### src/hdl/ivnp_pkg.sv
`timescale 1ns / 1ps

package ivnp_pkg;

   // Largest numeral accepted before the range error
   localparam int MAX_NUMERAL = 255;
   // Bits needed to hold any numeral up to the limit
   localparam int NUM_W = $clog2(MAX_NUMERAL + 1);

   localparam int QUAL_W = 6;
   localparam int WHOLE_W = 9;
   localparam int HALF_W = 8;
   localparam int ERR_W = 2;

   localparam int CHAR_W = 8;
   localparam int RSP_FIELDS_W = WHOLE_W + HALF_W + ERR_W;
   localparam int RSP_DATA_W = ((RSP_FIELDS_W + 7) / 8) * 8;
   localparam int RSP_PAD_W = RSP_DATA_W - RSP_FIELDS_W;

   // Parse position inside one name
   typedef enum logic [1:0] {
      PH_START,
      PH_QUALITY,
      PH_DIGITS,
      PH_TAIL
   } phase_type;

   typedef enum logic [ERR_W-1:0] {
      ERR_OK        = 2'd0,
      ERR_NO_DIGITS = 2'd1,
      ERR_RANGE     = 2'd2
   } err_type;

   // Parsed name, handed from the character parser to the step calculator
   typedef struct packed {
      logic                     is_negative;
      logic signed [QUAL_W-1:0] quality;
      logic [NUM_W-1:0]         numeral;
      logic                     too_big;
      logic                     digits_seen;
   } name_info_type;

   // Result item, whole steps in the low bits
   typedef struct packed {
      err_type                   error_code;
      logic signed [HALF_W-1:0]  half_steps;
      logic signed [WHOLE_W-1:0] whole_steps;
   } result_type;

endpackage

### src/hdl/ivnp_parser.sv
`timescale 1ns / 1ps

module ivnp_parser (
   input  logic                   clock,
   input  logic                   reset,
   input  logic                   req_valid,
   output logic                   req_ready,
   input  logic [7:0]             req_char,
   input  logic                   req_last,
   output logic                   info_valid,
   input  logic                   info_ready,
   output ivnp_pkg::name_info_type info
);
   import ivnp_pkg::*;

   localparam logic [CHAR_W-1:0] CHR_MINUS = 8'h2D;
   localparam logic [CHAR_W-1:0] CHR_SHARP = 8'h23;
   localparam logic [CHAR_W-1:0] CHR_A_UP  = 8'h41;
   localparam logic [CHAR_W-1:0] CHR_A_LO  = 8'h61;
   localparam logic [CHAR_W-1:0] CHR_M_UP  = 8'h4D;
   localparam logic [CHAR_W-1:0] CHR_M_LO  = 8'h6D;
   localparam logic [CHAR_W-1:0] CHR_B_LO  = 8'h62;
   localparam logic [CHAR_W-1:0] CHR_D_UP  = 8'h44;
   localparam logic [CHAR_W-1:0] CHR_D_LO  = 8'h64;
   localparam logic [CHAR_W-1:0] CHR_P_UP  = 8'h50;
   localparam logic [CHAR_W-1:0] CHR_P_LO  = 8'h70;
   localparam logic [CHAR_W-1:0] CHR_0     = 8'h30;
   localparam logic [CHAR_W-1:0] CHR_9     = 8'h39;

   localparam int ACC_W = NUM_W + 4;
   localparam logic signed [QUAL_W:0] QUAL_MAX = (QUAL_W + 1)'(31);
   localparam logic signed [QUAL_W:0] QUAL_MIN = (QUAL_W + 1)'(-32);

   phase_type                phase_ff, phase_in, work_phase;
   logic                     neg_ff, neg_in, work_neg;
   logic signed [QUAL_W-1:0] qual_ff, qual_in, work_qual;
   logic [NUM_W-1:0]         num_ff, num_in, work_num;
   logic                     big_ff, big_in, work_big;
   logic                     seen_ff, seen_in, work_seen;
   logic                     info_valid_ff, info_valid_in;
   name_info_type            info_ff, info_in;

   logic                     accept;
   logic                     is_qual, is_digit, use_qual, use_digit;
   logic signed [QUAL_W:0]   qual_delta, qual_sum;
   logic signed [QUAL_W-1:0] qual_sat;
   logic [ACC_W-1:0]         num_acc;
   logic                     acc_over;

   assign req_ready  = !info_valid_ff || info_ready;
   assign accept     = req_valid && req_ready;
   assign info_valid = info_valid_ff;
   assign info       = info_ff;

   // Quality letter decode
   always_comb begin
      is_qual    = 1'b1;
      qual_delta = '0;
      case (req_char) inside
         CHR_A_UP, CHR_A_LO, CHR_SHARP: qual_delta = (QUAL_W + 1)'(1);
         CHR_M_LO, CHR_B_LO:            qual_delta = (QUAL_W + 1)'(-1);
         CHR_D_UP, CHR_D_LO: begin
            qual_delta = (qual_ff == '0) ? (QUAL_W + 1)'(-2) : (QUAL_W + 1)'(-1);
         end
         CHR_P_UP, CHR_P_LO, CHR_M_UP:  qual_delta = '0;
         default:                       is_qual = 1'b0;
      endcase
   end

   // Saturating quality update
   assign qual_sum = {qual_ff[QUAL_W-1], qual_ff} + qual_delta;
   always_comb begin
      if (qual_sum > QUAL_MAX) begin
         qual_sat = QUAL_W'(QUAL_MAX);
      end else if (qual_sum < QUAL_MIN) begin
         qual_sat = QUAL_W'(QUAL_MIN);
      end else begin
         qual_sat = qual_sum[QUAL_W-1:0];
      end
   end

   // Numeral accumulate: value times ten plus digit
   assign is_digit = req_char inside {[CHR_0:CHR_9]};
   assign num_acc  = (ACC_W'(num_ff) << 3) + (ACC_W'(num_ff) << 1) + ACC_W'(req_char[3:0]);
   assign acc_over = num_acc > ACC_W'(MAX_NUMERAL);

   // Next state and outputs
   always_comb begin
      work_phase = phase_ff;
      work_neg   = neg_ff;
      work_qual  = qual_ff;
      work_num   = num_ff;
      work_big   = big_ff;
      work_seen  = seen_ff;
      use_qual   = 1'b0;
      use_digit  = 1'b0;

      case (phase_ff)
         PH_START: begin
            if (req_char == CHR_MINUS) begin
               work_neg   = 1'b1;
               work_phase = PH_QUALITY;
            end else if (is_qual) begin
               use_qual   = 1'b1;
               work_phase = PH_QUALITY;
            end else begin
               use_digit = 1'b1;
            end
         end
         PH_QUALITY: begin
            if (is_qual) begin
               use_qual = 1'b1;
            end else begin
               use_digit = 1'b1;
            end
         end
         PH_DIGITS: use_digit = 1'b1;
         default: ;
      endcase

      if (use_qual) begin
         work_qual = qual_sat;
      end

      if (use_digit) begin
         if (is_digit) begin
            work_seen  = 1'b1;
            work_phase = PH_DIGITS;
            if (!big_ff) begin
               if (acc_over) begin
                  work_big = 1'b1;
               end else begin
                  work_num = num_acc[NUM_W-1:0];
               end
            end
         end else begin
            work_phase = PH_TAIL;
         end
      end

      // Hold unless a transfer; the last character restarts the name
      phase_in = phase_ff;
      neg_in   = neg_ff;
      qual_in  = qual_ff;
      num_in   = num_ff;
      big_in   = big_ff;
      seen_in  = seen_ff;
      if (accept) begin
         if (req_last) begin
            phase_in = PH_START;
            neg_in   = 1'b0;
            qual_in  = '0;
            num_in   = '0;
            big_in   = 1'b0;
            seen_in  = 1'b0;
         end else begin
            phase_in = work_phase;
            neg_in   = work_neg;
            qual_in  = work_qual;
            num_in   = work_num;
            big_in   = work_big;
            seen_in  = work_seen;
         end
      end

      info_in.is_negative = work_neg;
      info_in.quality     = work_qual;
      info_in.numeral     = work_num;
      info_in.too_big     = work_big;
      info_in.digits_seen = work_seen;

      if (accept && req_last) begin
         info_valid_in = 1'b1;
      end else if (info_ready) begin
         info_valid_in = 1'b0;
      end else begin
         info_valid_in = info_valid_ff;
      end
   end

   // State registers
   always_ff @(posedge clock) begin
      if (reset) begin
         phase_ff      <= PH_START;
         neg_ff        <= 1'b0;
         qual_ff       <= '0;
         num_ff        <= '0;
         big_ff        <= 1'b0;
         seen_ff       <= 1'b0;
         info_valid_ff <= 1'b0;
      end else begin
         phase_ff      <= phase_in;
         neg_ff        <= neg_in;
         qual_ff       <= qual_in;
         num_ff        <= num_in;
         big_ff        <= big_in;
         seen_ff       <= seen_in;
         info_valid_ff <= info_valid_in;
      end
   end

   // Parsed name register
   always_ff @(posedge clock) begin
      if (accept && req_last) begin
         info_ff <= info_in;
      end
   end

endmodule

### src/hdl/ivnp_calc.sv
`timescale 1ns / 1ps

module ivnp_calc (
   input  logic                    clock,
   input  logic                    reset,
   input  logic                    info_valid,
   output logic                    info_ready,
   input  ivnp_pkg::name_info_type info,
   output logic                    rsp_valid,
   input  logic                    rsp_ready,
   output ivnp_pkg::result_type    rsp
);
   import ivnp_pkg::*;

   // Exact divide by seven through a reciprocal multiply
   localparam int DIV_K = NUM_W + 3;
   localparam int DIV_M = ((1 << DIV_K) + 6) / 7;
   localparam int PROD_W = 2 * NUM_W + 1;
   localparam int CALC_W = (NUM_W + 3 > 10) ? NUM_W + 3 : 10;

   localparam logic signed [CALC_W-1:0] WHOLE_MAX = CALC_W'(255);
   localparam logic signed [CALC_W-1:0] WHOLE_MIN = CALC_W'(-256);
   localparam logic signed [CALC_W-1:0] HALF_MAX  = CALC_W'(127);
   localparam logic signed [CALC_W-1:0] HALF_MIN  = CALC_W'(-128);

   // Major scale steps from the unison, per degree
   function automatic logic [2:0] scale_whole(input logic [2:0] deg);
      case (deg)
         3'd0:    scale_whole = 3'd0;
         3'd1:    scale_whole = 3'd1;
         3'd2:    scale_whole = 3'd2;
         3'd3:    scale_whole = 3'd2;
         3'd4:    scale_whole = 3'd3;
         3'd5:    scale_whole = 3'd4;
         3'd6:    scale_whole = 3'd5;
         default: scale_whole = 3'd0;
      endcase
   endfunction

   function automatic logic scale_half(input logic [2:0] deg);
      case (deg)
         3'd3, 3'd4, 3'd5, 3'd6: scale_half = 1'b1;
         default:                scale_half = 1'b0;
      endcase
   endfunction

   logic                     rsp_valid_ff, rsp_valid_in;
   result_type               rsp_ff, rsp_in;
   logic                     load;

   logic [NUM_W-1:0]         degree_idx;
   logic [PROD_W-1:0]        prod;
   logic [NUM_W-1:0]         octave;
   logic [NUM_W+2:0]         rem_full;
   logic [2:0]               step;
   logic                     perfect;
   logic [CALC_W-1:0]        oct_ext;
   logic signed [CALC_W-1:0] q_ext, whole_raw, half_raw, whole_sgn, half_sgn;
   logic signed [CALC_W-1:0] whole_clip, half_clip;

   assign info_ready = !rsp_valid_ff || rsp_ready;
   assign load       = info_valid && info_ready;
   assign rsp_valid  = rsp_valid_ff;
   assign rsp        = rsp_ff;

   // Degree and octave of the numeral
   assign degree_idx = info.numeral - NUM_W'(1);
   assign prod       = PROD_W'(degree_idx) * PROD_W'(DIV_M);
   assign octave     = NUM_W'(prod >> DIV_K);
   assign rem_full   = (NUM_W + 3)'(degree_idx)
                       - (((NUM_W + 3)'(octave) << 3) - (NUM_W + 3)'(octave));
   assign step       = rem_full[2:0];
   assign perfect    = step inside {3'd0, 3'd3, 3'd4};

   // Step counts, with the perfect-class quality adjustment
   always_comb begin
      q_ext = {{(CALC_W - QUAL_W){info.quality[QUAL_W-1]}}, info.quality};
      if (info.quality < 0 && perfect) begin
         q_ext = q_ext + CALC_W'(1);
      end
      oct_ext   = CALC_W'(octave);
      whole_raw = $signed(CALC_W'(scale_whole(step)) + (oct_ext << 2) + oct_ext) + q_ext;
      half_raw  = $signed(CALC_W'(scale_half(step)) + (oct_ext << 1)) - q_ext;
      whole_sgn = info.is_negative ? -whole_raw : whole_raw;
      half_sgn  = info.is_negative ? -half_raw : half_raw;

      if (whole_sgn > WHOLE_MAX) begin
         whole_clip = WHOLE_MAX;
      end else if (whole_sgn < WHOLE_MIN) begin
         whole_clip = WHOLE_MIN;
      end else begin
         whole_clip = whole_sgn;
      end
      if (half_sgn > HALF_MAX) begin
         half_clip = HALF_MAX;
      end else if (half_sgn < HALF_MIN) begin
         half_clip = HALF_MIN;
      end else begin
         half_clip = half_sgn;
      end

      // Errors report zero counts
      if (!info.digits_seen) begin
         rsp_in.error_code  = ERR_NO_DIGITS;
         rsp_in.whole_steps = '0;
         rsp_in.half_steps  = '0;
      end else if (info.too_big || info.numeral == '0) begin
         rsp_in.error_code  = ERR_RANGE;
         rsp_in.whole_steps = '0;
         rsp_in.half_steps  = '0;
      end else begin
         rsp_in.error_code  = ERR_OK;
         rsp_in.whole_steps = whole_clip[WHOLE_W-1:0];
         rsp_in.half_steps  = half_clip[HALF_W-1:0];
      end
   end

   // Result valid
   always_comb begin
      if (load) begin
         rsp_valid_in = 1'b1;
      end else if (rsp_ready) begin
         rsp_valid_in = 1'b0;
      end else begin
         rsp_valid_in = rsp_valid_ff;
      end
   end

   always_ff @(posedge clock) begin
      if (reset) begin
         rsp_valid_ff <= 1'b0;
      end else begin
         rsp_valid_ff <= rsp_valid_in;
      end
   end

   always_ff @(posedge clock) begin
      if (load) begin
         rsp_ff <= rsp_in;
      end
   end

endmodule

### src/hdl/interval_name_parser_top.sv
`timescale 1ns / 1ps

// Interval name parser.
// The req channel carries the name one ASCII character per transfer, with
// req_tlast on the final character. Every character updates the parse state
// (sign, quality, numeral); the last one produces one rsp transfer carrying
// the whole and half step counts and an error code (0 ok, 1 no digits,
// 2 numeral zero or above the limit, counts then zero).
// Throughput: one character per cycle while req_tready is high. After the
// transfer of the last character the result passes through the parsed-name
// register, then the result register.
// Reset clears the parse state and empties both pipeline registers; the first
// character after reset starts a new name.
// When the receiver stalls, the result register holds its item and the
// parsed-name register takes one more finished name; while that name waits
// on the result register, req_tready stays low for every character.
module interval_name_parser_top (
   input  logic        clock,
   input  logic        reset,
   input  logic        req_tvalid,
   output logic        req_tready,
   input  logic [7:0]  req_tdata,   // [7:0] character
   input  logic        req_tlast,
   output logic        rsp_tvalid,
   input  logic        rsp_tready,
   output logic [23:0] rsp_tdata    // [8:0] whole_steps, [16:9] half_steps,
                                    // [18:17] error_code, [23:19] zero
);
   import ivnp_pkg::*;

   logic          info_valid, info_ready;
   name_info_type info;
   result_type    rsp;

   ivnp_parser u_parser (
      .clock      (clock),
      .reset      (reset),
      .req_valid  (req_tvalid),
      .req_ready  (req_tready),
      .req_char   (req_tdata),
      .req_last   (req_tlast),
      .info_valid (info_valid),
      .info_ready (info_ready),
      .info       (info)
   );

   ivnp_calc u_calc (
      .clock      (clock),
      .reset      (reset),
      .info_valid (info_valid),
      .info_ready (info_ready),
      .info       (info),
      .rsp_valid  (rsp_tvalid),
      .rsp_ready  (rsp_tready),
      .rsp        (rsp)
   );

   assign rsp_tdata = {{RSP_PAD_W{1'b0}}, rsp};

   // Error code is always one of the defined codes
   assert property (@(posedge clock) disable iff (reset)
      rsp_tvalid |-> (rsp.error_code == ERR_OK || rsp.error_code == ERR_NO_DIGITS
                      || rsp.error_code == ERR_RANGE))
      else $error("undefined error code on result");

   // An error result carries zero counts
   assert property (@(posedge clock) disable iff (reset)
      (rsp_tvalid && rsp.error_code != ERR_OK) |-> (rsp.whole_steps == '0
                                                    && rsp.half_steps == '0))
      else $error("error result with nonzero counts");

   // A transfer of the last character always yields a parsed name
   assert property (@(posedge clock) disable iff (reset)
      (req_tvalid && req_tready && req_tlast) |=> info_valid)
      else $error("last character lost");

   // A parsed name waiting on the result register is not dropped
   assert property (@(posedge clock) disable iff (reset)
      (info_valid && !info_ready) |=> (info_valid && $stable(info)))
      else $error("parsed name dropped while stalled");

endmodule
### config.mk
export PLATFORM = sky130hd
export DESIGN_NAME = interval_name_parser_top
export DESIGN_NICKNAME = d
export VERILOG_FILES = /design/src/hdl/ivnp_pkg.sv /design/src/hdl/ivnp_parser.sv /design/src/hdl/ivnp_calc.sv /design/src/hdl/interval_name_parser_top.sv
export SDC_FILE = /design/constraint.sdc
export NUM_CORES = 1
export LEC_CHECK = 0
export BUFFER_PORTS_ARGS = -buffer_cell sky130_fd_sc_hd__clkbuf_2
export CAP_MARGIN = 5
export CORE_ASPECT_RATIO = 0.75
export CORE_MARGIN = 4
export CORE_UTILIZATION = 40
export DETAILED_ROUTE_END_ITERATION = 16
export GPL_TIMING_DRIVEN = 1
export PLACE_DENSITY_LB_ADDON = 0.1
export SKIP_LAST_GASP = 1
export SYNTH_ARGS = -nofsm -noshare
export SYNTH_HDL_FRONTEND = slang
export SYNTH_SLANG_ARGS = --single-unit
### constraint.sdc
create_clock -name clock -period 12.4 [get_ports clock]
set_input_delay 1.86 -clock clock [delete_from_list [all_inputs] [get_ports clock]]
set_output_delay 1.86 -clock clock [all_outputs]
set_load 0.005 [all_outputs]
* Word level (Yosys, flattened, before mapping)
Cells that the tools add are included.
Word-level totals: bits in registers 57, bits of input ports 13, output and inout bits 26, logic and storage cells 146
Cells by class: add/subtract/negate cells 14, multiply operators 1, $lt $le $gt $ge 10, eq/ne operators 19, mux-type cells 54, bitwise logic cells 1, reduce and logical (&&, ||, !) cells 29
Operator list (count):
- equality test 8 x 7 -> 1 bit (second input constant) | 9
- two-way mux 8 bit | 7
- two-way mux 11 bit | 3
- two-way mux 1 bit | 26
- two-way mux 6 bit | 4
- negation 11 bit | 2
- two-way mux 7 bit | 3
- two-way mux 19 bit | 1
- two-way mux 9 bit | 2
- multiplier 8 x 9 -> 17 bit (second input constant) | 1
- equality test 8 x 6 -> 1 bit (second input constant) | 2
- one-hot mux 3 bit (5 select lines) | 1
- adder 11 x 9 -> 12 bit | 1
- adder 12 x 4 -> 12 bit | 1
- greater-than comparator 12 x 8 -> 1 bit (second input constant) | 1
- OR reduction 3 bit | 4
- adder 11 bit | 1
- greater-than comparator 11 x 8 -> 1 bit (second input constant) | 1
- greater-than comparator 11 x 9 -> 1 bit (second input constant) | 1
- < comparator 11 x 8 -> 1 bit (second input constant) | 1
- < comparator 11 x 9 -> 1 bit (second input constant) | 1
- subtractor 11 bit | 1
- adder 9 x 6 -> 10 bit | 1
- two-way mux 2 bit | 5
- other kinds (33) | 48

* Longest topological paths before layout
Gate-level depths: netlist (run 1).
depth in word-level cells 16, mapped depth 45, depth with buffers taken out 45

* By module
From an unflattened synthesis (run 1), not the netlist that was laid out.
Unflattened totals: cells, all modules 706, area, all modules 6426.2 µm²
By module, submodules not included:
- ivnp_calc | instances 1, cells each 409, area an instance 3669.8 µm², sequential area each 590.6 µm²
- ivnp_parser | instances 1, cells each 291, area an instance 2715.1 µm², sequential area each 910.9 µm²
- interval_name_parser_top | instances 1, cells each 6, area an instance 41.3 µm², sequential area each 0.0 µm²

* Worst setup path before layout (run 1)
OpenSTA, ideal clock, no wires.
kind register -> register, start point register u_parser.info_ff, in the netlist u_parser.info[4], end point register u_calc.rsp_ff, in the netlist u_calc.rsp[0] (data pin), library setup time 0.281 ns, arrival 9.902 ns, data required time 12.119 ns, path slack 2.217 ns, cell stages (with the launch flop) 42, path buffers 0, clock period less this slack 10.183 ns, path through edfxtp_1 > or3_1 > or2_2 > nor4_1 > xor2_1 > ha_1 > fa_1 > inv_1 > fa_1 > inv_1 > ha_1 > ha_1 > and4b_1 > or3b_1 > a21o_1 > a21oi_1 > inv_1 > a21oi_1 > [6 not listed] > fa_1 > inv_1 > ha_1 > a21o_1 > a21oi_1 > o21bai_1 > a21oi_1 > xnor2_1 > ha_1 > and2_1 > o21ai_0 > o21ai_0 > a2111oi_0 > o31ai_1 > xor2_1 > xnor2_1 > o211ai_1 > o31ai_1
Between the ends: word-level cells in the longest chain between the ends 15, elaborated cells between the ends (all ways) 28, classes of those cells 7 x add/sub; 1 x mul; 2 x order compare; 6 x eq/ne; 5 x mux; 7 x reduce/logical
Ends and longest elaborated chain:
- from (decl) | RTL line ivnp_parser.sv:41 | name_info_type info_ff, info_in;
- from (signal assigned) | RTL line ivnp_parser.sv:205 | info_ff <= info_in;
- subtractor 8 x 1 -> 8 bit | RTL line ivnp_calc.sv:67 | assign degree_idx = info.numeral - NUM_W'(1);
- multiplier 8 x 9 -> 17 bit | RTL line ivnp_calc.sv:68 | assign prod = PROD_W'(degree_idx) * PROD_W'(DIV_M);
- subtractor 1 x 3 -> 3 bit | RTL line ivnp_calc.sv:71 | - (((NUM_W + 3)'(octave) << 3) - (NUM_W + 3)'(octave));
- subtractor 3 bit | RTL line ivnp_calc.sv:71
- equality test 3 x 2 -> 1 bit, on equally long branches | RTL line ivnp_calc.sv:28, ivnp_calc.sv:73
- OR reduction 2 bit (no source line)
- one-hot mux 3 bit (5 select lines) | RTL line ivnp_calc.sv:28 | case (deg)
- adder 3 x 8 -> 9 bit | RTL line ivnp_calc.sv:82 | whole_raw = $signed(CALC_W'(scale_whole(step)) + (oct_ext << 2) + oct_ext) + q_ext;
- adder 9 x 6 -> 10 bit | RTL line ivnp_calc.sv:82
- adder 11 bit | RTL line ivnp_calc.sv:82
- negation 11 bit | RTL line ivnp_calc.sv:84 | whole_sgn = info.is_negative ? -whole_raw : whole_raw;
- two-way mux 11 bit | RTL line ivnp_calc.sv:84
- < comparator 11 x 9 -> 1 bit | RTL line ivnp_calc.sv:89 | end else if (whole_sgn < WHOLE_MIN) begin
- two-way mux 9 bit | RTL line ivnp_calc.sv:89
- two-way mux 9 bit | RTL line ivnp_calc.sv:87 | if (whole_sgn > WHOLE_MAX) begin
- to (signal assigned) | RTL line ivnp_calc.sv:139 | rsp_ff <= rsp_in;
- to (decl) | RTL line ivnp_calc.sv:48 | result_type rsp_ff, rsp_in;
Parallel ways exist; a longest one is shown, timed or not. A chain may end at the register's enable or synchronous reset.

* Worst setup path in the final report (run 1)
start point register u_parser.info_ff, in the netlist u_parser.info[4], end point register u_calc.rsp_ff, in the netlist u_calc.rsp[7] (data pin)
Same word-level chain as after synthesis.

==> impl_metrics.xml, run 1 <==
<?xml version="1.0" encoding="UTF-8"?>
<metrics>
  <group name="yosys">
    <metric name="synth_area_per_cell" unit="um^2">8.82</metric>
    <metric name="synthesis.instances" unit="">667</metric>
    <metric name="synthArstFlopShare" unit="%">0</metric>
    <metric name="synth_top_cell_area_share" unit="%">19.4</metric>
    <metric name="synth_area_leaders" unit="">sky130_fd_sc_hd__ha_1 19%, sky130_fd_sc_hd__edfxtp_1 18%, sky130_fd_sc_hd__dfxtp_1 7.1%, sky130_fd_sc_hd__fa_1 4.4%, sky130_fd_sc_hd__xnor2_1 4.2%</metric>
    <metric name="mappedNetlistArea" unit="um^2">5880</metric>
    <metric name="synthDistinctLibCells" unit="">64</metric>
    <metric name="synth.yosys.warnings" unit="">0</metric>
    <metric name="number_of_enable_flip_flop_cells_after_synthesis" unit="">36</metric>
    <metric name="yosysTopAreaCell" unit="">sky130_fd_sc_hd__ha_1</metric>
    <metric name="proportion_of_synthesized_chip_area_in_sequential_cells" unit="%">25.5</metric>
    <metric name="ys.flop_type" unit="">sky130_fd_sc_hd__edfxtp_1</metric>
    <metric name="yosys_register_bits" unit="">57</metric>
  </group>
  <group name="layout">
    <metric name="finalNetCount" unit="">818</metric>
    <metric name="synthToLayoutAreaGrowth" unit="%">10.9</metric>
    <metric name="final_common_cell" unit="">sky130_fd_sc_hd__ha_1</metric>
    <metric name="finalCoreUtilization" unit="%">45.1</metric>
    <metric name="drive_above_1_share" unit="%">9.92</metric>
    <metric name="layout.cell_area.non_filler" unit="um^2">6520</metric>
    <metric name="layout_common_cells" unit="">91 x sky130_fd_sc_hd__ha_1, 64 x sky130_fd_sc_hd__nand2_1, 59 x sky130_fd_sc_hd__inv_1</metric>
    <metric name="fill_cells" unit="">1460</metric>
    <metric name="num_antenna_cells" unit="">0</metric>
  </group>
  <group name="sta">
    <metric name="max_slew.worst_pin.slew" unit="ps">1190</metric>
    <metric name="max_slew_margin" unit="%">20.6</metric>
    <metric name="report.final.setup_viol" unit="">0</metric>
    <metric name="min_period_over_period" unit="%">91.0</metric>
    <metric name="grt_setup_unrepaired" unit="">no</metric>
    <metric name="final.setup.tns" unit="ps">0</metric>
    <metric name="hold_violations" unit="">0</metric>
    <metric name="clock-skew-final" unit="ps">9.84</metric>
    <metric name="whs" unit="ps">457</metric>
    <metric name="fmaxAchievable" unit="MHz">88.6</metric>
    <metric name="slew_viol_final" unit="">0</metric>
    <metric name="period_minus_slack" unit="ps">11280</metric>
  </group>
  <group name="global_route">
    <metric name="overall_global_routing_usage" unit="%">16.7</metric>
    <metric name="grt-ovfl-total" unit="">0</metric>
    <metric name="grt_max_degree" unit="">29</metric>
    <metric name="via_count_of_the_first_global_routing_pass" unit="">4585</metric>
    <metric name="grt_antenna_before_repair" unit="">0</metric>
    <metric name="wire_length_of_the_first_global_routing_pass" unit="um">22500</metric>
  </group>
  <group name="job">
    <metric name="timing.max_cap.violations" unit="">0</metric>
  </group>
  <group name="worst_hold_path">
    <metric name="holdPathEnd" unit="">u_parser.seen_ff</metric>
    <metric name="hold_start" unit="">u_parser.seen_ff</metric>
    <metric name="class_of_the_most_critical_hold_timing_path" unit="">flip-flop to flip-flop</metric>
    <metric name="hold_depth" unit="">1</metric>
  </group>
  <group name="floorplan">
    <metric name="area_of_the_core_region" unit="um^2">14500</metric>
    <metric name="number_of_i_o_pins" unit="">39</metric>
    <metric name="row_count" unit="">38</metric>
    <metric name="die_y" unit="um">113</metric>
    <metric name="initial_standard_cell_utilization_of_the_core" unit="%">40.7</metric>
    <metric name="die_width" unit="um">148</metric>
    <metric name="dieArea" unit="um^2">16700</metric>
  </group>
  <group name="setup_path">
    <metric name="critical_path.reg2reg.startpoint" unit="">u_parser.info[4]</metric>
    <metric name="timing.setup.critical_path_class" unit="">flip-flop to flip-flop</metric>
    <metric name="critical-path-max-stage-delay" unit="ps">830</metric>
    <metric name="count_of_buffer_and_inverter_cells_on_the_critical_path" unit="">5</metric>
    <metric name="critical_path_arrival" unit="ps">11340</metric>
    <metric name="ff2ff_path_depth" unit="">39</metric>
    <metric name="cpMaxStageDelayCell" unit="">sky130_fd_sc_hd__a2111oi_0</metric>
    <metric name="highest_net_fanout_along_the_worst_path" unit="">8</metric>
    <metric name="crit-reg2reg-capture" unit="">u_calc.rsp[7]</metric>
    <metric name="timing.critical_path.from_type" unit="">flip-flop</metric>
    <metric name="worst-r2r-setup-slack" unit="ps">1120</metric>
    <metric name="worstPathRequired" unit="ps">12460</metric>
    <metric name="cp-end-kind" unit="">flip-flop</metric>
    <metric name="cp_top_family" unit="">compound AO/OA/AOI/OAI gates</metric>
  </group>
  <group name="clocking">
    <metric name="cts_root_buf" unit="">sky130_fd_sc_hd__clkbuf_16</metric>
    <metric name="tritoncts" unit="">built</metric>
    <metric name="worst_skew_late_latency" unit="ps">340</metric>
    <metric name="register_clock_pin_slew_on_the_reported_worst_setup_and_hold_paths" unit="ps">50</metric>
    <metric name="cts-htree-levels" unit="">3</metric>
    <metric name="cts.sinks" unit="">57</metric>
    <metric name="ctsResizeCount" unit="">0</metric>
    <metric name="cts_made_buffers" unit="">9</metric>
    <metric name="clock_tree.buffer_depth" unit="">2</metric>
    <metric name="hold_buffers" unit="">0</metric>
    <metric name="postCtsSetupBuffers" unit="">0</metric>
  </group>
  <group name="detailed_routing">
    <metric name="dr_wl_met3" unit="um">400</metric>
    <metric name="dr.pass1.iters" unit="">5</metric>
    <metric name="routed_wirelength" unit="um">13300</metric>
    <metric name="detail-route-antenna-nets" unit="">0</metric>
    <metric name="route.vias.total" unit="">4734</metric>
    <metric name="top_layer" unit="">met4</metric>
    <metric name="detail_route.drc_violations" unit="">0</metric>
    <metric name="detail_route.wl_per_cell" unit="um">14.7</metric>
    <metric name="detailedRoute.firstIterationViolations" unit="">257</metric>
    <metric name="routed-wl-met2" unit="um">5610</metric>
    <metric name="drt-vias-per-instance" unit="">5.23</metric>
    <metric name="met1_length" unit="um">7130</metric>
  </group>
  <group name="placement">
    <metric name="placed_wire_length_estimate_after_detailed_placement" unit="um">10700</metric>
    <metric name="number_of_port_buffers" unit="">33</metric>
    <metric name="globalplace.congestion" unit="">0.865</metric>
    <metric name="detailed_place.area" unit="um^2">6240</metric>
  </group>
  <group name="power_and_ir_drop">
    <metric name="power_density" unit="nW/um^2">250</metric>
    <metric name="max-vdd-ir-drop" unit="V">0.000189</metric>
    <metric name="pwr_total" unit="W">0.00163</metric>
    <metric name="leakagePower" unit="nW">2.99</metric>
  </group>
  <group name="outcome">
    <metric name="run_status" unit="">finished, final reports clean</metric>
  </group>
</metrics>
-- per-stage QoR --
step	setup slack, ps	instances
2_1_floorplan	2220	671
3_3_place_gp	1470	890
3_5_place_dp	1150	890
4_1_cts	1100	906
5_1_grt	168	906
6_report	1120	906
-- routing by layer --
metal | global-route usage, % | up-vias
li1 | - | 2454
met5 | 0 | -
met1 | 24.5 | 2202
met3 | 3.04 | 10
met2 | 25.3 | 68
met4 | 4.25 | 0
-- synthesized netlist by cell type (13+ instances only) --
| master | n |
|---|---|
| sky130_fd_sc_hd__a21oi_1 | 28 |
| sky130_fd_sc_hd__a22oi_1 | 14 |
| sky130_fd_sc_hd__dfxtp_1 | 21 |
| sky130_fd_sc_hd__edfxtp_1 | 36 |
| sky130_fd_sc_hd__fa_1 | 13 |
| sky130_fd_sc_hd__ha_1 | 91 |
| sky130_fd_sc_hd__inv_1 | 59 |
| sky130_fd_sc_hd__nand2_1 | 64 |
| sky130_fd_sc_hd__nor2_1 | 53 |
| sky130_fd_sc_hd__nor2b_1 | 13 |
| sky130_fd_sc_hd__nor3_1 | 19 |
| sky130_fd_sc_hd__o21ai_0 | 29 |
| sky130_fd_sc_hd__o31ai_1 | 14 |
| sky130_fd_sc_hd__xnor2_1 | 28 |
| sky130_fd_sc_hd__xor2_1 | 21 |
-- report_power, final --
part / total, W / internal, W / switching (W)
sequential: 0.000227 / 0.000222 / 0.00000443
clock: 0.000239 / 0.000147 / 0.0000920
combinational: 0.00117 / 0.000488 / 0.000678
total: 0.00163 / 0.000858 / 0.000775
-- worst max path at each step --
stage	start	end	slack (ps)	cells after the start
floorplan	u_parser.info[4]	u_calc.rsp[0]	2220	41
global placement	u_parser.info[4]	u_calc.rsp[7]	1470	39
detailed placement	u_parser.info[4]	u_calc.rsp[7]	1150	39
CTS	u_parser.info[4]	u_calc.rsp[7]	1100	39
global route	u_parser.info[4]	u_calc.rsp[3]	170	39
finish	u_parser.info[4]	u_calc.rsp[7]	1120	39
-- sequential cells by signal (all words and copies together) (netlist names) --
signal and cells:
u_calc.rsp 19, u_parser.info 17, u_parser.num_ff 8, u_parser.qual_ff 6
u_parser.phase_ff 2, u_calc.rsp_valid 1, u_parser.big_ff 1, u_parser.info_valid 1
u_parser.neg_ff 1, u_parser.seen_ff 1
-- area by class of cell --
class | instances | area (um^2) | share of cell area [%]
Clock buffer | 12 | 258 | 3.95
Sequential cell | 57 | 1500 | 23.0
Multi-Input combinational cell | 539 | 4090 | 62.7
Timing Repair Buffer | 34 | 173 | 2.65
Inverter | 60 | 228 | 3.49
Clock inverter | 4 | 25.0 | 0.384
Tap cell | 200 | 250 | 3.84
-- cell families after synthesis --
logic type                 Yosys count  share of synthesized area [%]
xor gates and xnor gates            50                           7.57
and+or+nand+nor                    218                           18.4
other                                1                         0.0638
DFF                                 57                           25.5
AOI/OAI and AO/OA                  154                           17.6
muxes                                7                           1.68
buffers and inverters               75                           5.28
adders and majority gates          105                           24.0
Power figures use the tool's default switching activity.
==> inputs of run 2 (changes only) <==
- ABC_AREA: not set -> 1
- CTS_CLUSTER_DIAMETER: not set -> 200
- SLEW_MARGIN: not set -> 20
==> impl_metrics.xml, run 2 <==
<?xml version="1.0" encoding="UTF-8"?>
<metrics>
  <group name="layout">
    <metric name="drive_above_1_share" unit="%">14.0</metric>
    <metric name="synthToLayoutAreaGrowth" unit="%">10.9</metric>
    <metric name="max_ffs_per_register" unit="">19</metric>
    <metric name="final_common_cell" unit="">sky130_fd_sc_hd__nand2_1</metric>
    <metric name="fill_cells" unit="">1501</metric>
    <metric name="layout_common_cells" unit="">157 x sky130_fd_sc_hd__nand2_1, 126 x sky130_fd_sc_hd__inv_1, 91 x sky130_fd_sc_hd__ha_1</metric>
    <metric name="num_antenna_cells" unit="">0</metric>
    <metric name="finalNetCount" unit="">949</metric>
  </group>
  <group name="yosys">
    <metric name="proportion_of_synthesized_chip_area_in_sequential_cells" unit="%">24.4</metric>
    <metric name="ys.flop_type" unit="">sky130_fd_sc_hd__edfxtp_1</metric>
    <metric name="synth_most_common_cell" unit="">sky130_fd_sc_hd__nand2_1</metric>
    <metric name="synth.cells.most_frequent" unit="">157 x sky130_fd_sc_hd__nand2_1, 126 x sky130_fd_sc_hd__inv_1, 91 x sky130_fd_sc_hd__ha_1</metric>
    <metric name="synth_area_per_cell" unit="um^2">7.75</metric>
    <metric name="number_of_enable_flip_flop_cells_after_synthesis" unit="">36</metric>
    <metric name="synthArstFlopShare" unit="%">0</metric>
    <metric name="yosys_register_bits" unit="">57</metric>
    <metric name="synthesis.instances" unit="">795</metric>
    <metric name="mappedNetlistArea" unit="um^2">6160</metric>
    <metric name="yosysTopAreaCell" unit="">sky130_fd_sc_hd__ha_1</metric>
    <metric name="synthDistinctLibCells" unit="">51</metric>
    <metric name="synth_top_cell_area_share" unit="%">18.5</metric>
    <metric name="synth.yosys.warnings" unit="">0</metric>
    <metric name="synth_area_leaders" unit="">sky130_fd_sc_hd__ha_1 18%, sky130_fd_sc_hd__edfxtp_1 18%, sky130_fd_sc_hd__nand2_1 9.6%, sky130_fd_sc_hd__inv_1 7.7%, sky130_fd_sc_hd__dfxtp_1 6.8%</metric>
  </group>
  <group name="setup_path">
    <metric name="critical_path_arrival" unit="ps">9730</metric>
    <metric name="critical-path-max-stage-delay" unit="ps">540</metric>
    <metric name="timing.setup.critical_path_class" unit="">flip-flop to flip-flop</metric>
    <metric name="count_of_buffer_and_inverter_cells_on_the_critical_path" unit="">7</metric>
    <metric name="cpMaxStageDelayCell" unit="">sky130_fd_sc_hd__fa_1</metric>
    <metric name="worst-r2r-setup-slack" unit="ps">2720</metric>
    <metric name="crit_path_frequent_cell" unit="">sky130_fd_sc_hd__inv_1</metric>
    <metric name="cp_top_family" unit="">adder cells</metric>
    <metric name="highest_net_fanout_along_the_worst_path" unit="">8</metric>
    <metric name="timing.critical_path.from_type" unit="">flip-flop</metric>
    <metric name="worstPathRequired" unit="ps">12450</metric>
    <metric name="cp-end-kind" unit="">flip-flop</metric>
  </group>
  <group name="sta">
    <metric name="min_period_over_period" unit="%">78.0</metric>
    <metric name="max_slew_margin" unit="%">31.3</metric>
    <metric name="period_minus_slack" unit="ps">9680</metric>
    <metric name="final.setup.tns" unit="ps">0</metric>
    <metric name="hold_violations" unit="">0</metric>
    <metric name="slew_viol_final" unit="">0</metric>
    <metric name="report.final.setup_viol" unit="">0</metric>
    <metric name="grt_setup_unrepaired" unit="">no</metric>
    <metric name="worst_slack" unit="ps">2720</metric>
    <metric name="clock-skew-final" unit="ps">7.12</metric>
    <metric name="max_slew.worst_pin.slew" unit="ps">1030</metric>
    <metric name="fmaxAchievable" unit="MHz">103</metric>
  </group>
  <group name="detailed_routing">
    <metric name="detailedRoute.firstIterationViolations" unit="">221</metric>
    <metric name="detail_route.drc_violations" unit="">0</metric>
    <metric name="route.vias.total" unit="">4963</metric>
    <metric name="detail_route.wl_per_cell" unit="um">12.3</metric>
    <metric name="dr.pass1.iters" unit="">4</metric>
    <metric name="detail-route-antenna-nets" unit="">0</metric>
    <metric name="drt-vias-per-instance" unit="">4.79</metric>
    <metric name="routed_wirelength" unit="um">12800</metric>
  </group>
  <group name="floorplan">
    <metric name="row_count" unit="">38</metric>
    <metric name="area_of_the_core_region" unit="um^2">14800</metric>
    <metric name="die_y" unit="um">115</metric>
    <metric name="die_width" unit="um">151</metric>
    <metric name="dieArea" unit="um^2">17500</metric>
    <metric name="initial_standard_cell_utilization_of_the_core" unit="%">41.6</metric>
    <metric name="number_of_i_o_pins" unit="">39</metric>
  </group>
  <group name="clocking">
    <metric name="postCtsSetupBuffers" unit="">0</metric>
    <metric name="cts-htree-levels" unit="">3</metric>
    <metric name="worst_skew_late_latency" unit="ps">330</metric>
    <metric name="tritoncts" unit="">built</metric>
    <metric name="ctsResizeCount" unit="">0</metric>
    <metric name="hold_buffers" unit="">0</metric>
    <metric name="register_clock_pin_slew_on_the_reported_worst_setup_and_hold_paths" unit="ps">50</metric>
    <metric name="cts_made_buffers" unit="">9</metric>
    <metric name="cts.sinks" unit="">57</metric>
    <metric name="clock_tree.buffer_depth" unit="">2</metric>
    <metric name="cts_root_buf" unit="">sky130_fd_sc_hd__clkbuf_16</metric>
  </group>
  <group name="global_route">
    <metric name="grt_antenna_before_repair" unit="">0</metric>
    <metric name="grt-ovfl-total" unit="">0</metric>
    <metric name="overall_global_routing_usage" unit="%">15.8</metric>
    <metric name="via_count_of_the_first_global_routing_pass" unit="">4850</metric>
    <metric name="grt_max_degree" unit="">20</metric>
    <metric name="wire_length_of_the_first_global_routing_pass" unit="um">22500</metric>
  </group>
  <group name="power_and_ir_drop">
    <metric name="comb_power_share" unit="%">73.4</metric>
    <metric name="power.share.switching" unit="%">49.1</metric>
    <metric name="share_clk_of_total_power" unit="%">13.8</metric>
    <metric name="power_density" unit="nW/um^2">259</metric>
    <metric name="switching_power" unit="W">0.000869</metric>
    <metric name="p_int" unit="W">0.000900</metric>
    <metric name="power.share.sequential" unit="%">12.8</metric>
    <metric name="max-vdd-ir-drop" unit="V">0.000156</metric>
    <metric name="leakagePower" unit="nW">3.38</metric>
  </group>
  <group name="placement">
    <metric name="globalplace.congestion" unit="">0.854</metric>
    <metric name="placed_wire_length_estimate_after_detailed_placement" unit="um">10800</metric>
    <metric name="dpl_worst_slack" unit="ps">2760</metric>
    <metric name="number_of_port_buffers" unit="">33</metric>
  </group>
  <group name="job">
    <metric name="timing.max_cap.violations" unit="">0</metric>
  </group>
  <group name="outcome">
    <metric name="run_status" unit="">finished, final reports clean</metric>
  </group>
  <group name="worst_hold_path">
    <metric name="class_of_the_most_critical_hold_timing_path" unit="">flip-flop to flip-flop</metric>
  </group>
</metrics>
run 2: cell count changes in the layout (fill, tap and decap cells not counted), moves of 10 or more:
cell and change:
sky130_fd_sc_hd__nand2_1 +93, sky130_fd_sc_hd__nand3_1 +33, sky130_fd_sc_hd__a21oi_2 +11, sky130_fd_sc_hd__nor3_1 -13
sky130_fd_sc_hd__nand4_1 +10, sky130_fd_sc_hd__nand2_2 +14, sky130_fd_sc_hd__a21oi_1 +19, sky130_fd_sc_hd__nand2b_1 -11
sky130_fd_sc_hd__inv_1 +67, sky130_fd_sc_hd__nor2b_1 -12, sky130_fd_sc_hd__a22oi_1 -13, sky130_fd_sc_hd__o31ai_1 -14
run 2: cells by family after synthesis:
| logic type | Yosys count | share of synthesized area [%] |
|---|---|---|
| compound gates | 104 | 10.3 |
| xor+xnor | 50 | 7.72 |
| fa+ha+maj | 104 | 22.7 |
| buf+inv | 148 | 9.41 |
| flops | 57 | 24.4 |
| other cells | 1 | 0.0609 |
| simple gates | 331 | 25.4 |
run 2: stage by stage:
step	std cells	hold slack, ps	util, %	total power (W)	cell area [um^2]
after floorplan	799	437	-	0.00130	6170
after global placement	1021	449	44.2	0.00153	6530
after detailed placement	1021	467	44.2	0.00154	6530
after CTS	1037	479	46.2	0.00179	6830
after global routing	1037	518	46.2	0.00199	6830
final	1037	480	46.2	0.00177	6830
run 2: layer usage:
metal | share of wire, % | routed length, um | global-route usage (%)
met1 | 53 | 6760 | 23.1
met2 | 44 | 5610 | 24.3
met3 | 2.3 | 297 | 2.35
met4 | 1.0 | 131 | 4.23
met5 | 0 | 0 | 0
run 2: area by class of cell:
class / instances / area, um^2 / area share, %
well taps: 200 / 250 / 3.67
repair buffers: 34 / 173 / 2.53
multi-input cells: 594 / 4100 / 60.0
clock buffers: 9 / 225 / 3.30
clock inverters: 7 / 71.3 / 1.04
flip-flops and latches: 57 / 1500 / 22.0
inverters: 136 / 510 / 7.48
run 2: worst paths after layout:
| check | from | endpoint | cells past startpoint |
|---|---|---|---|
| min | u_parser.phase_ff[1] | u_parser.phase_ff[1] | 2 |
| min reg2reg | u_parser.phase_ff[1] | u_parser.phase_ff[1] | 2 |
| max reg2reg | u_parser.info[2] | u_calc.rsp[7] | 47 |
| max | u_parser.info[2] | u_calc.rsp[7] | 47 |
run 2: power groups by stage:
stage / Sequential (W) / Clock, W / Combinational, W
final: 0.000226 / 0.000244 / 0.00130
after global routing: 0.000227 / 0.000259 / 0.00150
after CTS: 0.000226 / 0.000248 / 0.00132
after detailed placement: 0.000230 / 0 / 0.00131
after global placement: 0.000230 / 0 / 0.00130
after floorplan: 0.000229 / 0 / 0.00107
run 2: worst min-delay path, stage by stage, from the launching register on:
cell and delay (ps):
sky130_fd_sc_hd__dfxtp_1 320, sky130_fd_sc_hd__nand2_1 60, sky130_fd_sc_hd__a21oi_1 50
==> inputs of run 3 (changes only) <==
- ABC_AREA: 1 -> 0
- clock period: 12.4 -> 9.2 ns (I/O delays scaled with it)
==> impl_metrics.xml, run 3 (same netlist as run 1, synthesis figures left out) <==
<?xml version="1.0" encoding="UTF-8"?>
<metrics>
  <group name="power_and_ir_drop">
    <metric name="comb_power_share" unit="%">79.5</metric>
    <metric name="switching_power" unit="W">0.00132</metric>
    <metric name="power.share.switching" unit="%">44.3</metric>
    <metric name="max-vdd-ir-drop" unit="V">0.000306</metric>
    <metric name="power.share.sequential" unit="%">10.2</metric>
    <metric name="share_clk_of_total_power" unit="%">10.2</metric>
    <metric name="power_density" unit="nW/um^2">405</metric>
    <metric name="leakagePower" unit="nW">3.40</metric>
    <metric name="p_int" unit="W">0.00166</metric>
  </group>
  <group name="global_route">
    <metric name="grt-ovfl-total" unit="">0</metric>
    <metric name="via_count_of_the_first_global_routing_pass" unit="">5134</metric>
    <metric name="wire_length_of_the_first_global_routing_pass" unit="um">24700</metric>
    <metric name="groute.layer.met1.usage" unit="%">25.9</metric>
    <metric name="grt_antenna_before_repair" unit="">0</metric>
    <metric name="grt_use_met3" unit="%">3.12</metric>
    <metric name="gr-usage-met2" unit="%">28.2</metric>
    <metric name="grt_most_used_layer" unit="">met2</metric>
    <metric name="grt_max_degree" unit="">29</metric>
    <metric name="overall_global_routing_usage" unit="%">18.1</metric>
  </group>
  <group name="clocking">
    <metric name="clock_tree.buffer_depth" unit="">2</metric>
    <metric name="register_clock_pin_slew_on_the_reported_worst_setup_and_hold_paths" unit="ps">50</metric>
    <metric name="tritoncts" unit="">built</metric>
    <metric name="cts.sinks" unit="">57</metric>
    <metric name="worst_skew_late_latency" unit="ps">340</metric>
    <metric name="cts_root_buf" unit="">sky130_fd_sc_hd__clkbuf_16</metric>
    <metric name="cts-htree-levels" unit="">3</metric>
    <metric name="cts_made_buffers" unit="">9</metric>
  </group>
  <group name="floorplan">
    <metric name="die_width" unit="um">148</metric>
    <metric name="row_count" unit="">38</metric>
    <metric name="die_y" unit="um">113</metric>
    <metric name="area_of_the_core_region" unit="um^2">14500</metric>
    <metric name="initial_standard_cell_utilization_of_the_core" unit="%">40.7</metric>
    <metric name="number_of_i_o_pins" unit="">39</metric>
    <metric name="dieArea" unit="um^2">16700</metric>
  </group>
  <group name="sta">
    <metric name="period_minus_slack" unit="ps">9450</metric>
    <metric name="hold_violations" unit="">0</metric>
    <metric name="report.final.setup_viol" unit="">9</metric>
    <metric name="max_slew.worst_pin.slew" unit="ps">1020</metric>
    <metric name="worst_slack" unit="ps">-245</metric>
    <metric name="final.setup.tns" unit="ps">-1930</metric>
    <metric name="clock-skew-final" unit="ps">9.05</metric>
    <metric name="grt_setup_unrepaired" unit="">yes</metric>
    <metric name="fmaxAchievable" unit="MHz">106</metric>
    <metric name="min_period_over_period" unit="%">103</metric>
    <metric name="max_slew_margin" unit="%">32.2</metric>
    <metric name="whs" unit="ps">460</metric>
    <metric name="slew_viol_final" unit="">0</metric>
  </group>
  <group name="outcome">
    <metric name="run_status" unit="">finished with violations</metric>
    <metric name="failed_checks" unit="">setup timing</metric>
  </group>
  <group name="setup_path">
    <metric name="worstPathRequired" unit="ps">9360</metric>
    <metric name="critical_path_arrival" unit="ps">9600</metric>
    <metric name="highest_net_fanout_along_the_worst_path" unit="">8</metric>
    <metric name="crit_path_frequent_cell" unit="">sky130_fd_sc_hd__buf_4</metric>
    <metric name="count_of_buffer_and_inverter_cells_on_the_critical_path" unit="">8</metric>
    <metric name="cpMaxStageDelayCell" unit="">sky130_fd_sc_hd__fa_1</metric>
    <metric name="cp_top_family" unit="">adder cells</metric>
    <metric name="cp-end-kind" unit="">flip-flop</metric>
    <metric name="timing.critical_path.from_type" unit="">flip-flop</metric>
    <metric name="critical-path-max-stage-delay" unit="ps">540</metric>
    <metric name="timing.setup.critical_path_class" unit="">flip-flop to flip-flop</metric>
  </group>
  <group name="detailed_routing">
    <metric name="detail_route.drc_violations" unit="">0</metric>
    <metric name="route.vias.total" unit="">5158</metric>
    <metric name="detail-route-antenna-nets" unit="">0</metric>
    <metric name="routed_wirelength" unit="um">14500</metric>
    <metric name="dr.pass1.iters" unit="">5</metric>
    <metric name="detailedRoute.firstIterationViolations" unit="">276</metric>
    <metric name="detail_route.wl_per_cell" unit="um">14.8</metric>
    <metric name="drt-vias-per-instance" unit="">5.28</metric>
  </group>
  <group name="layout">
    <metric name="fill_cells" unit="">1411</metric>
    <metric name="num_antenna_cells" unit="">0</metric>
    <metric name="max_ffs_per_register" unit="">19</metric>
    <metric name="drive_above_1_share" unit="%">25.1</metric>
    <metric name="layout_common_cells" unit="">86 x sky130_fd_sc_hd__ha_1, 71 x sky130_fd_sc_hd__buf_4, 62 x sky130_fd_sc_hd__nand2_1</metric>
    <metric name="synthToLayoutAreaGrowth" unit="%">25.3</metric>
    <metric name="layout.cell_area.non_filler" unit="um^2">7370</metric>
    <metric name="final_common_cell" unit="">sky130_fd_sc_hd__ha_1</metric>
    <metric name="finalCoreUtilization" unit="%">51.0</metric>
    <metric name="finalNetCount" unit="">888</metric>
  </group>
  <group name="placement">
    <metric name="number_of_port_buffers" unit="">33</metric>
    <metric name="placed_wire_length_estimate_after_detailed_placement" unit="um">11600</metric>
    <metric name="detailed_place.area" unit="um^2">6840</metric>
    <metric name="globalplace.congestion" unit="">0.851</metric>
  </group>
  <group name="job">
    <metric name="timing.max_cap.violations" unit="">0</metric>
  </group>
  <group name="worst_hold_path">
    <metric name="class_of_the_most_critical_hold_timing_path" unit="">flip-flop to flip-flop</metric>
  </group>
</metrics>
==> run 3: cell count changes in the layout (fill, tap and decap cells not counted), moves of 27 or more <==
| cell | delta |
|---|---|
| sky130_fd_sc_hd__a21oi_1 | -27 |
| sky130_fd_sc_hd__buf_4 | +70 |
| sky130_fd_sc_hd__inv_1 | -70 |
| sky130_fd_sc_hd__nand2_1 | -95 |
| sky130_fd_sc_hd__nand3_1 | -34 |
==> run 3: power by group through the flow <==
stage	Combinational (W)	Sequential, W	Clock [W]
after floorplan	0.00134	0.000310	0
after global placement	0.00211	0.000310	0
after detailed placement	0.00213	0.000310	0
after CTS	0.00223	0.000305	0.000314
after global routing	0.00263	0.000307	0.000325
final	0.00238	0.000305	0.000306
==> run 3: routing by layer <==
metal,vias up,part of all wire (%)
li1,2597,-
met1,2474,52
met2,72,44
met3,15,2.9
met4,0,1.4
met5,-,0
==> run 3: worst register-to-register path, delay by kind of cell (launching register included) <==
kind / cells / cell delay (ps)
and+or+nand+nor: 8 / 1700
adders and majority gates: 10 / 3070
buffers and inverters: 8 / 940
xor gates and xnor gates: 5 / 870
AOI/OAI and AO/OA: 13 / 2310
DFF: 1 / 380
==> run 3: area by class of cell <==
class / count / area [um^2] / share of cell area (%)
Multi-Input combinational cell: 539 / 4420 / 60.0
Clock buffer: 9 / 225 / 3.06
Timing Repair Buffer: 104 / 698 / 9.47
Inverter: 60 / 228 / 3.09
Sequential cell: 57 / 1500 / 20.4
Clock inverter: 7 / 46.3 / 0.628
Tap cell: 200 / 250 / 3.40
==> run 3: through the flow <==
step / setup slack [ps] / power (W) / instances
2_1_floorplan: -251 / 0.00165 / 671
3_3_place_gp: -126 / 0.00242 / 950
3_5_place_dp: -440 / 0.00245 / 950
4_1_cts: -319 / 0.00285 / 972
5_1_grt: -755 / 0.00326 / 976
6_report: -245 / 0.00299 / 976
==> run 3: what timing repair did <==
action	CTS	global route
endpoints found under the setup margin	9	17
pin swaps	27	20
setup buffers	9	5
hold buffers	0	0
hold endpoints to repair	0	0
gates resized for setup	7	37
==> run 3: worst paths after layout <==
kind,from,to,slack [ps],depth (start not counted)
setup / recovery,u_parser.info[4],u_calc.rsp[0],-250,44
hold / removal,u_parser.seen_ff,u_parser.seen_ff,460,1
setup reg to reg,u_parser.info[4],u_calc.rsp[0],-250,44
hold reg to reg,u_parser.seen_ff,u_parser.seen_ff,460,1
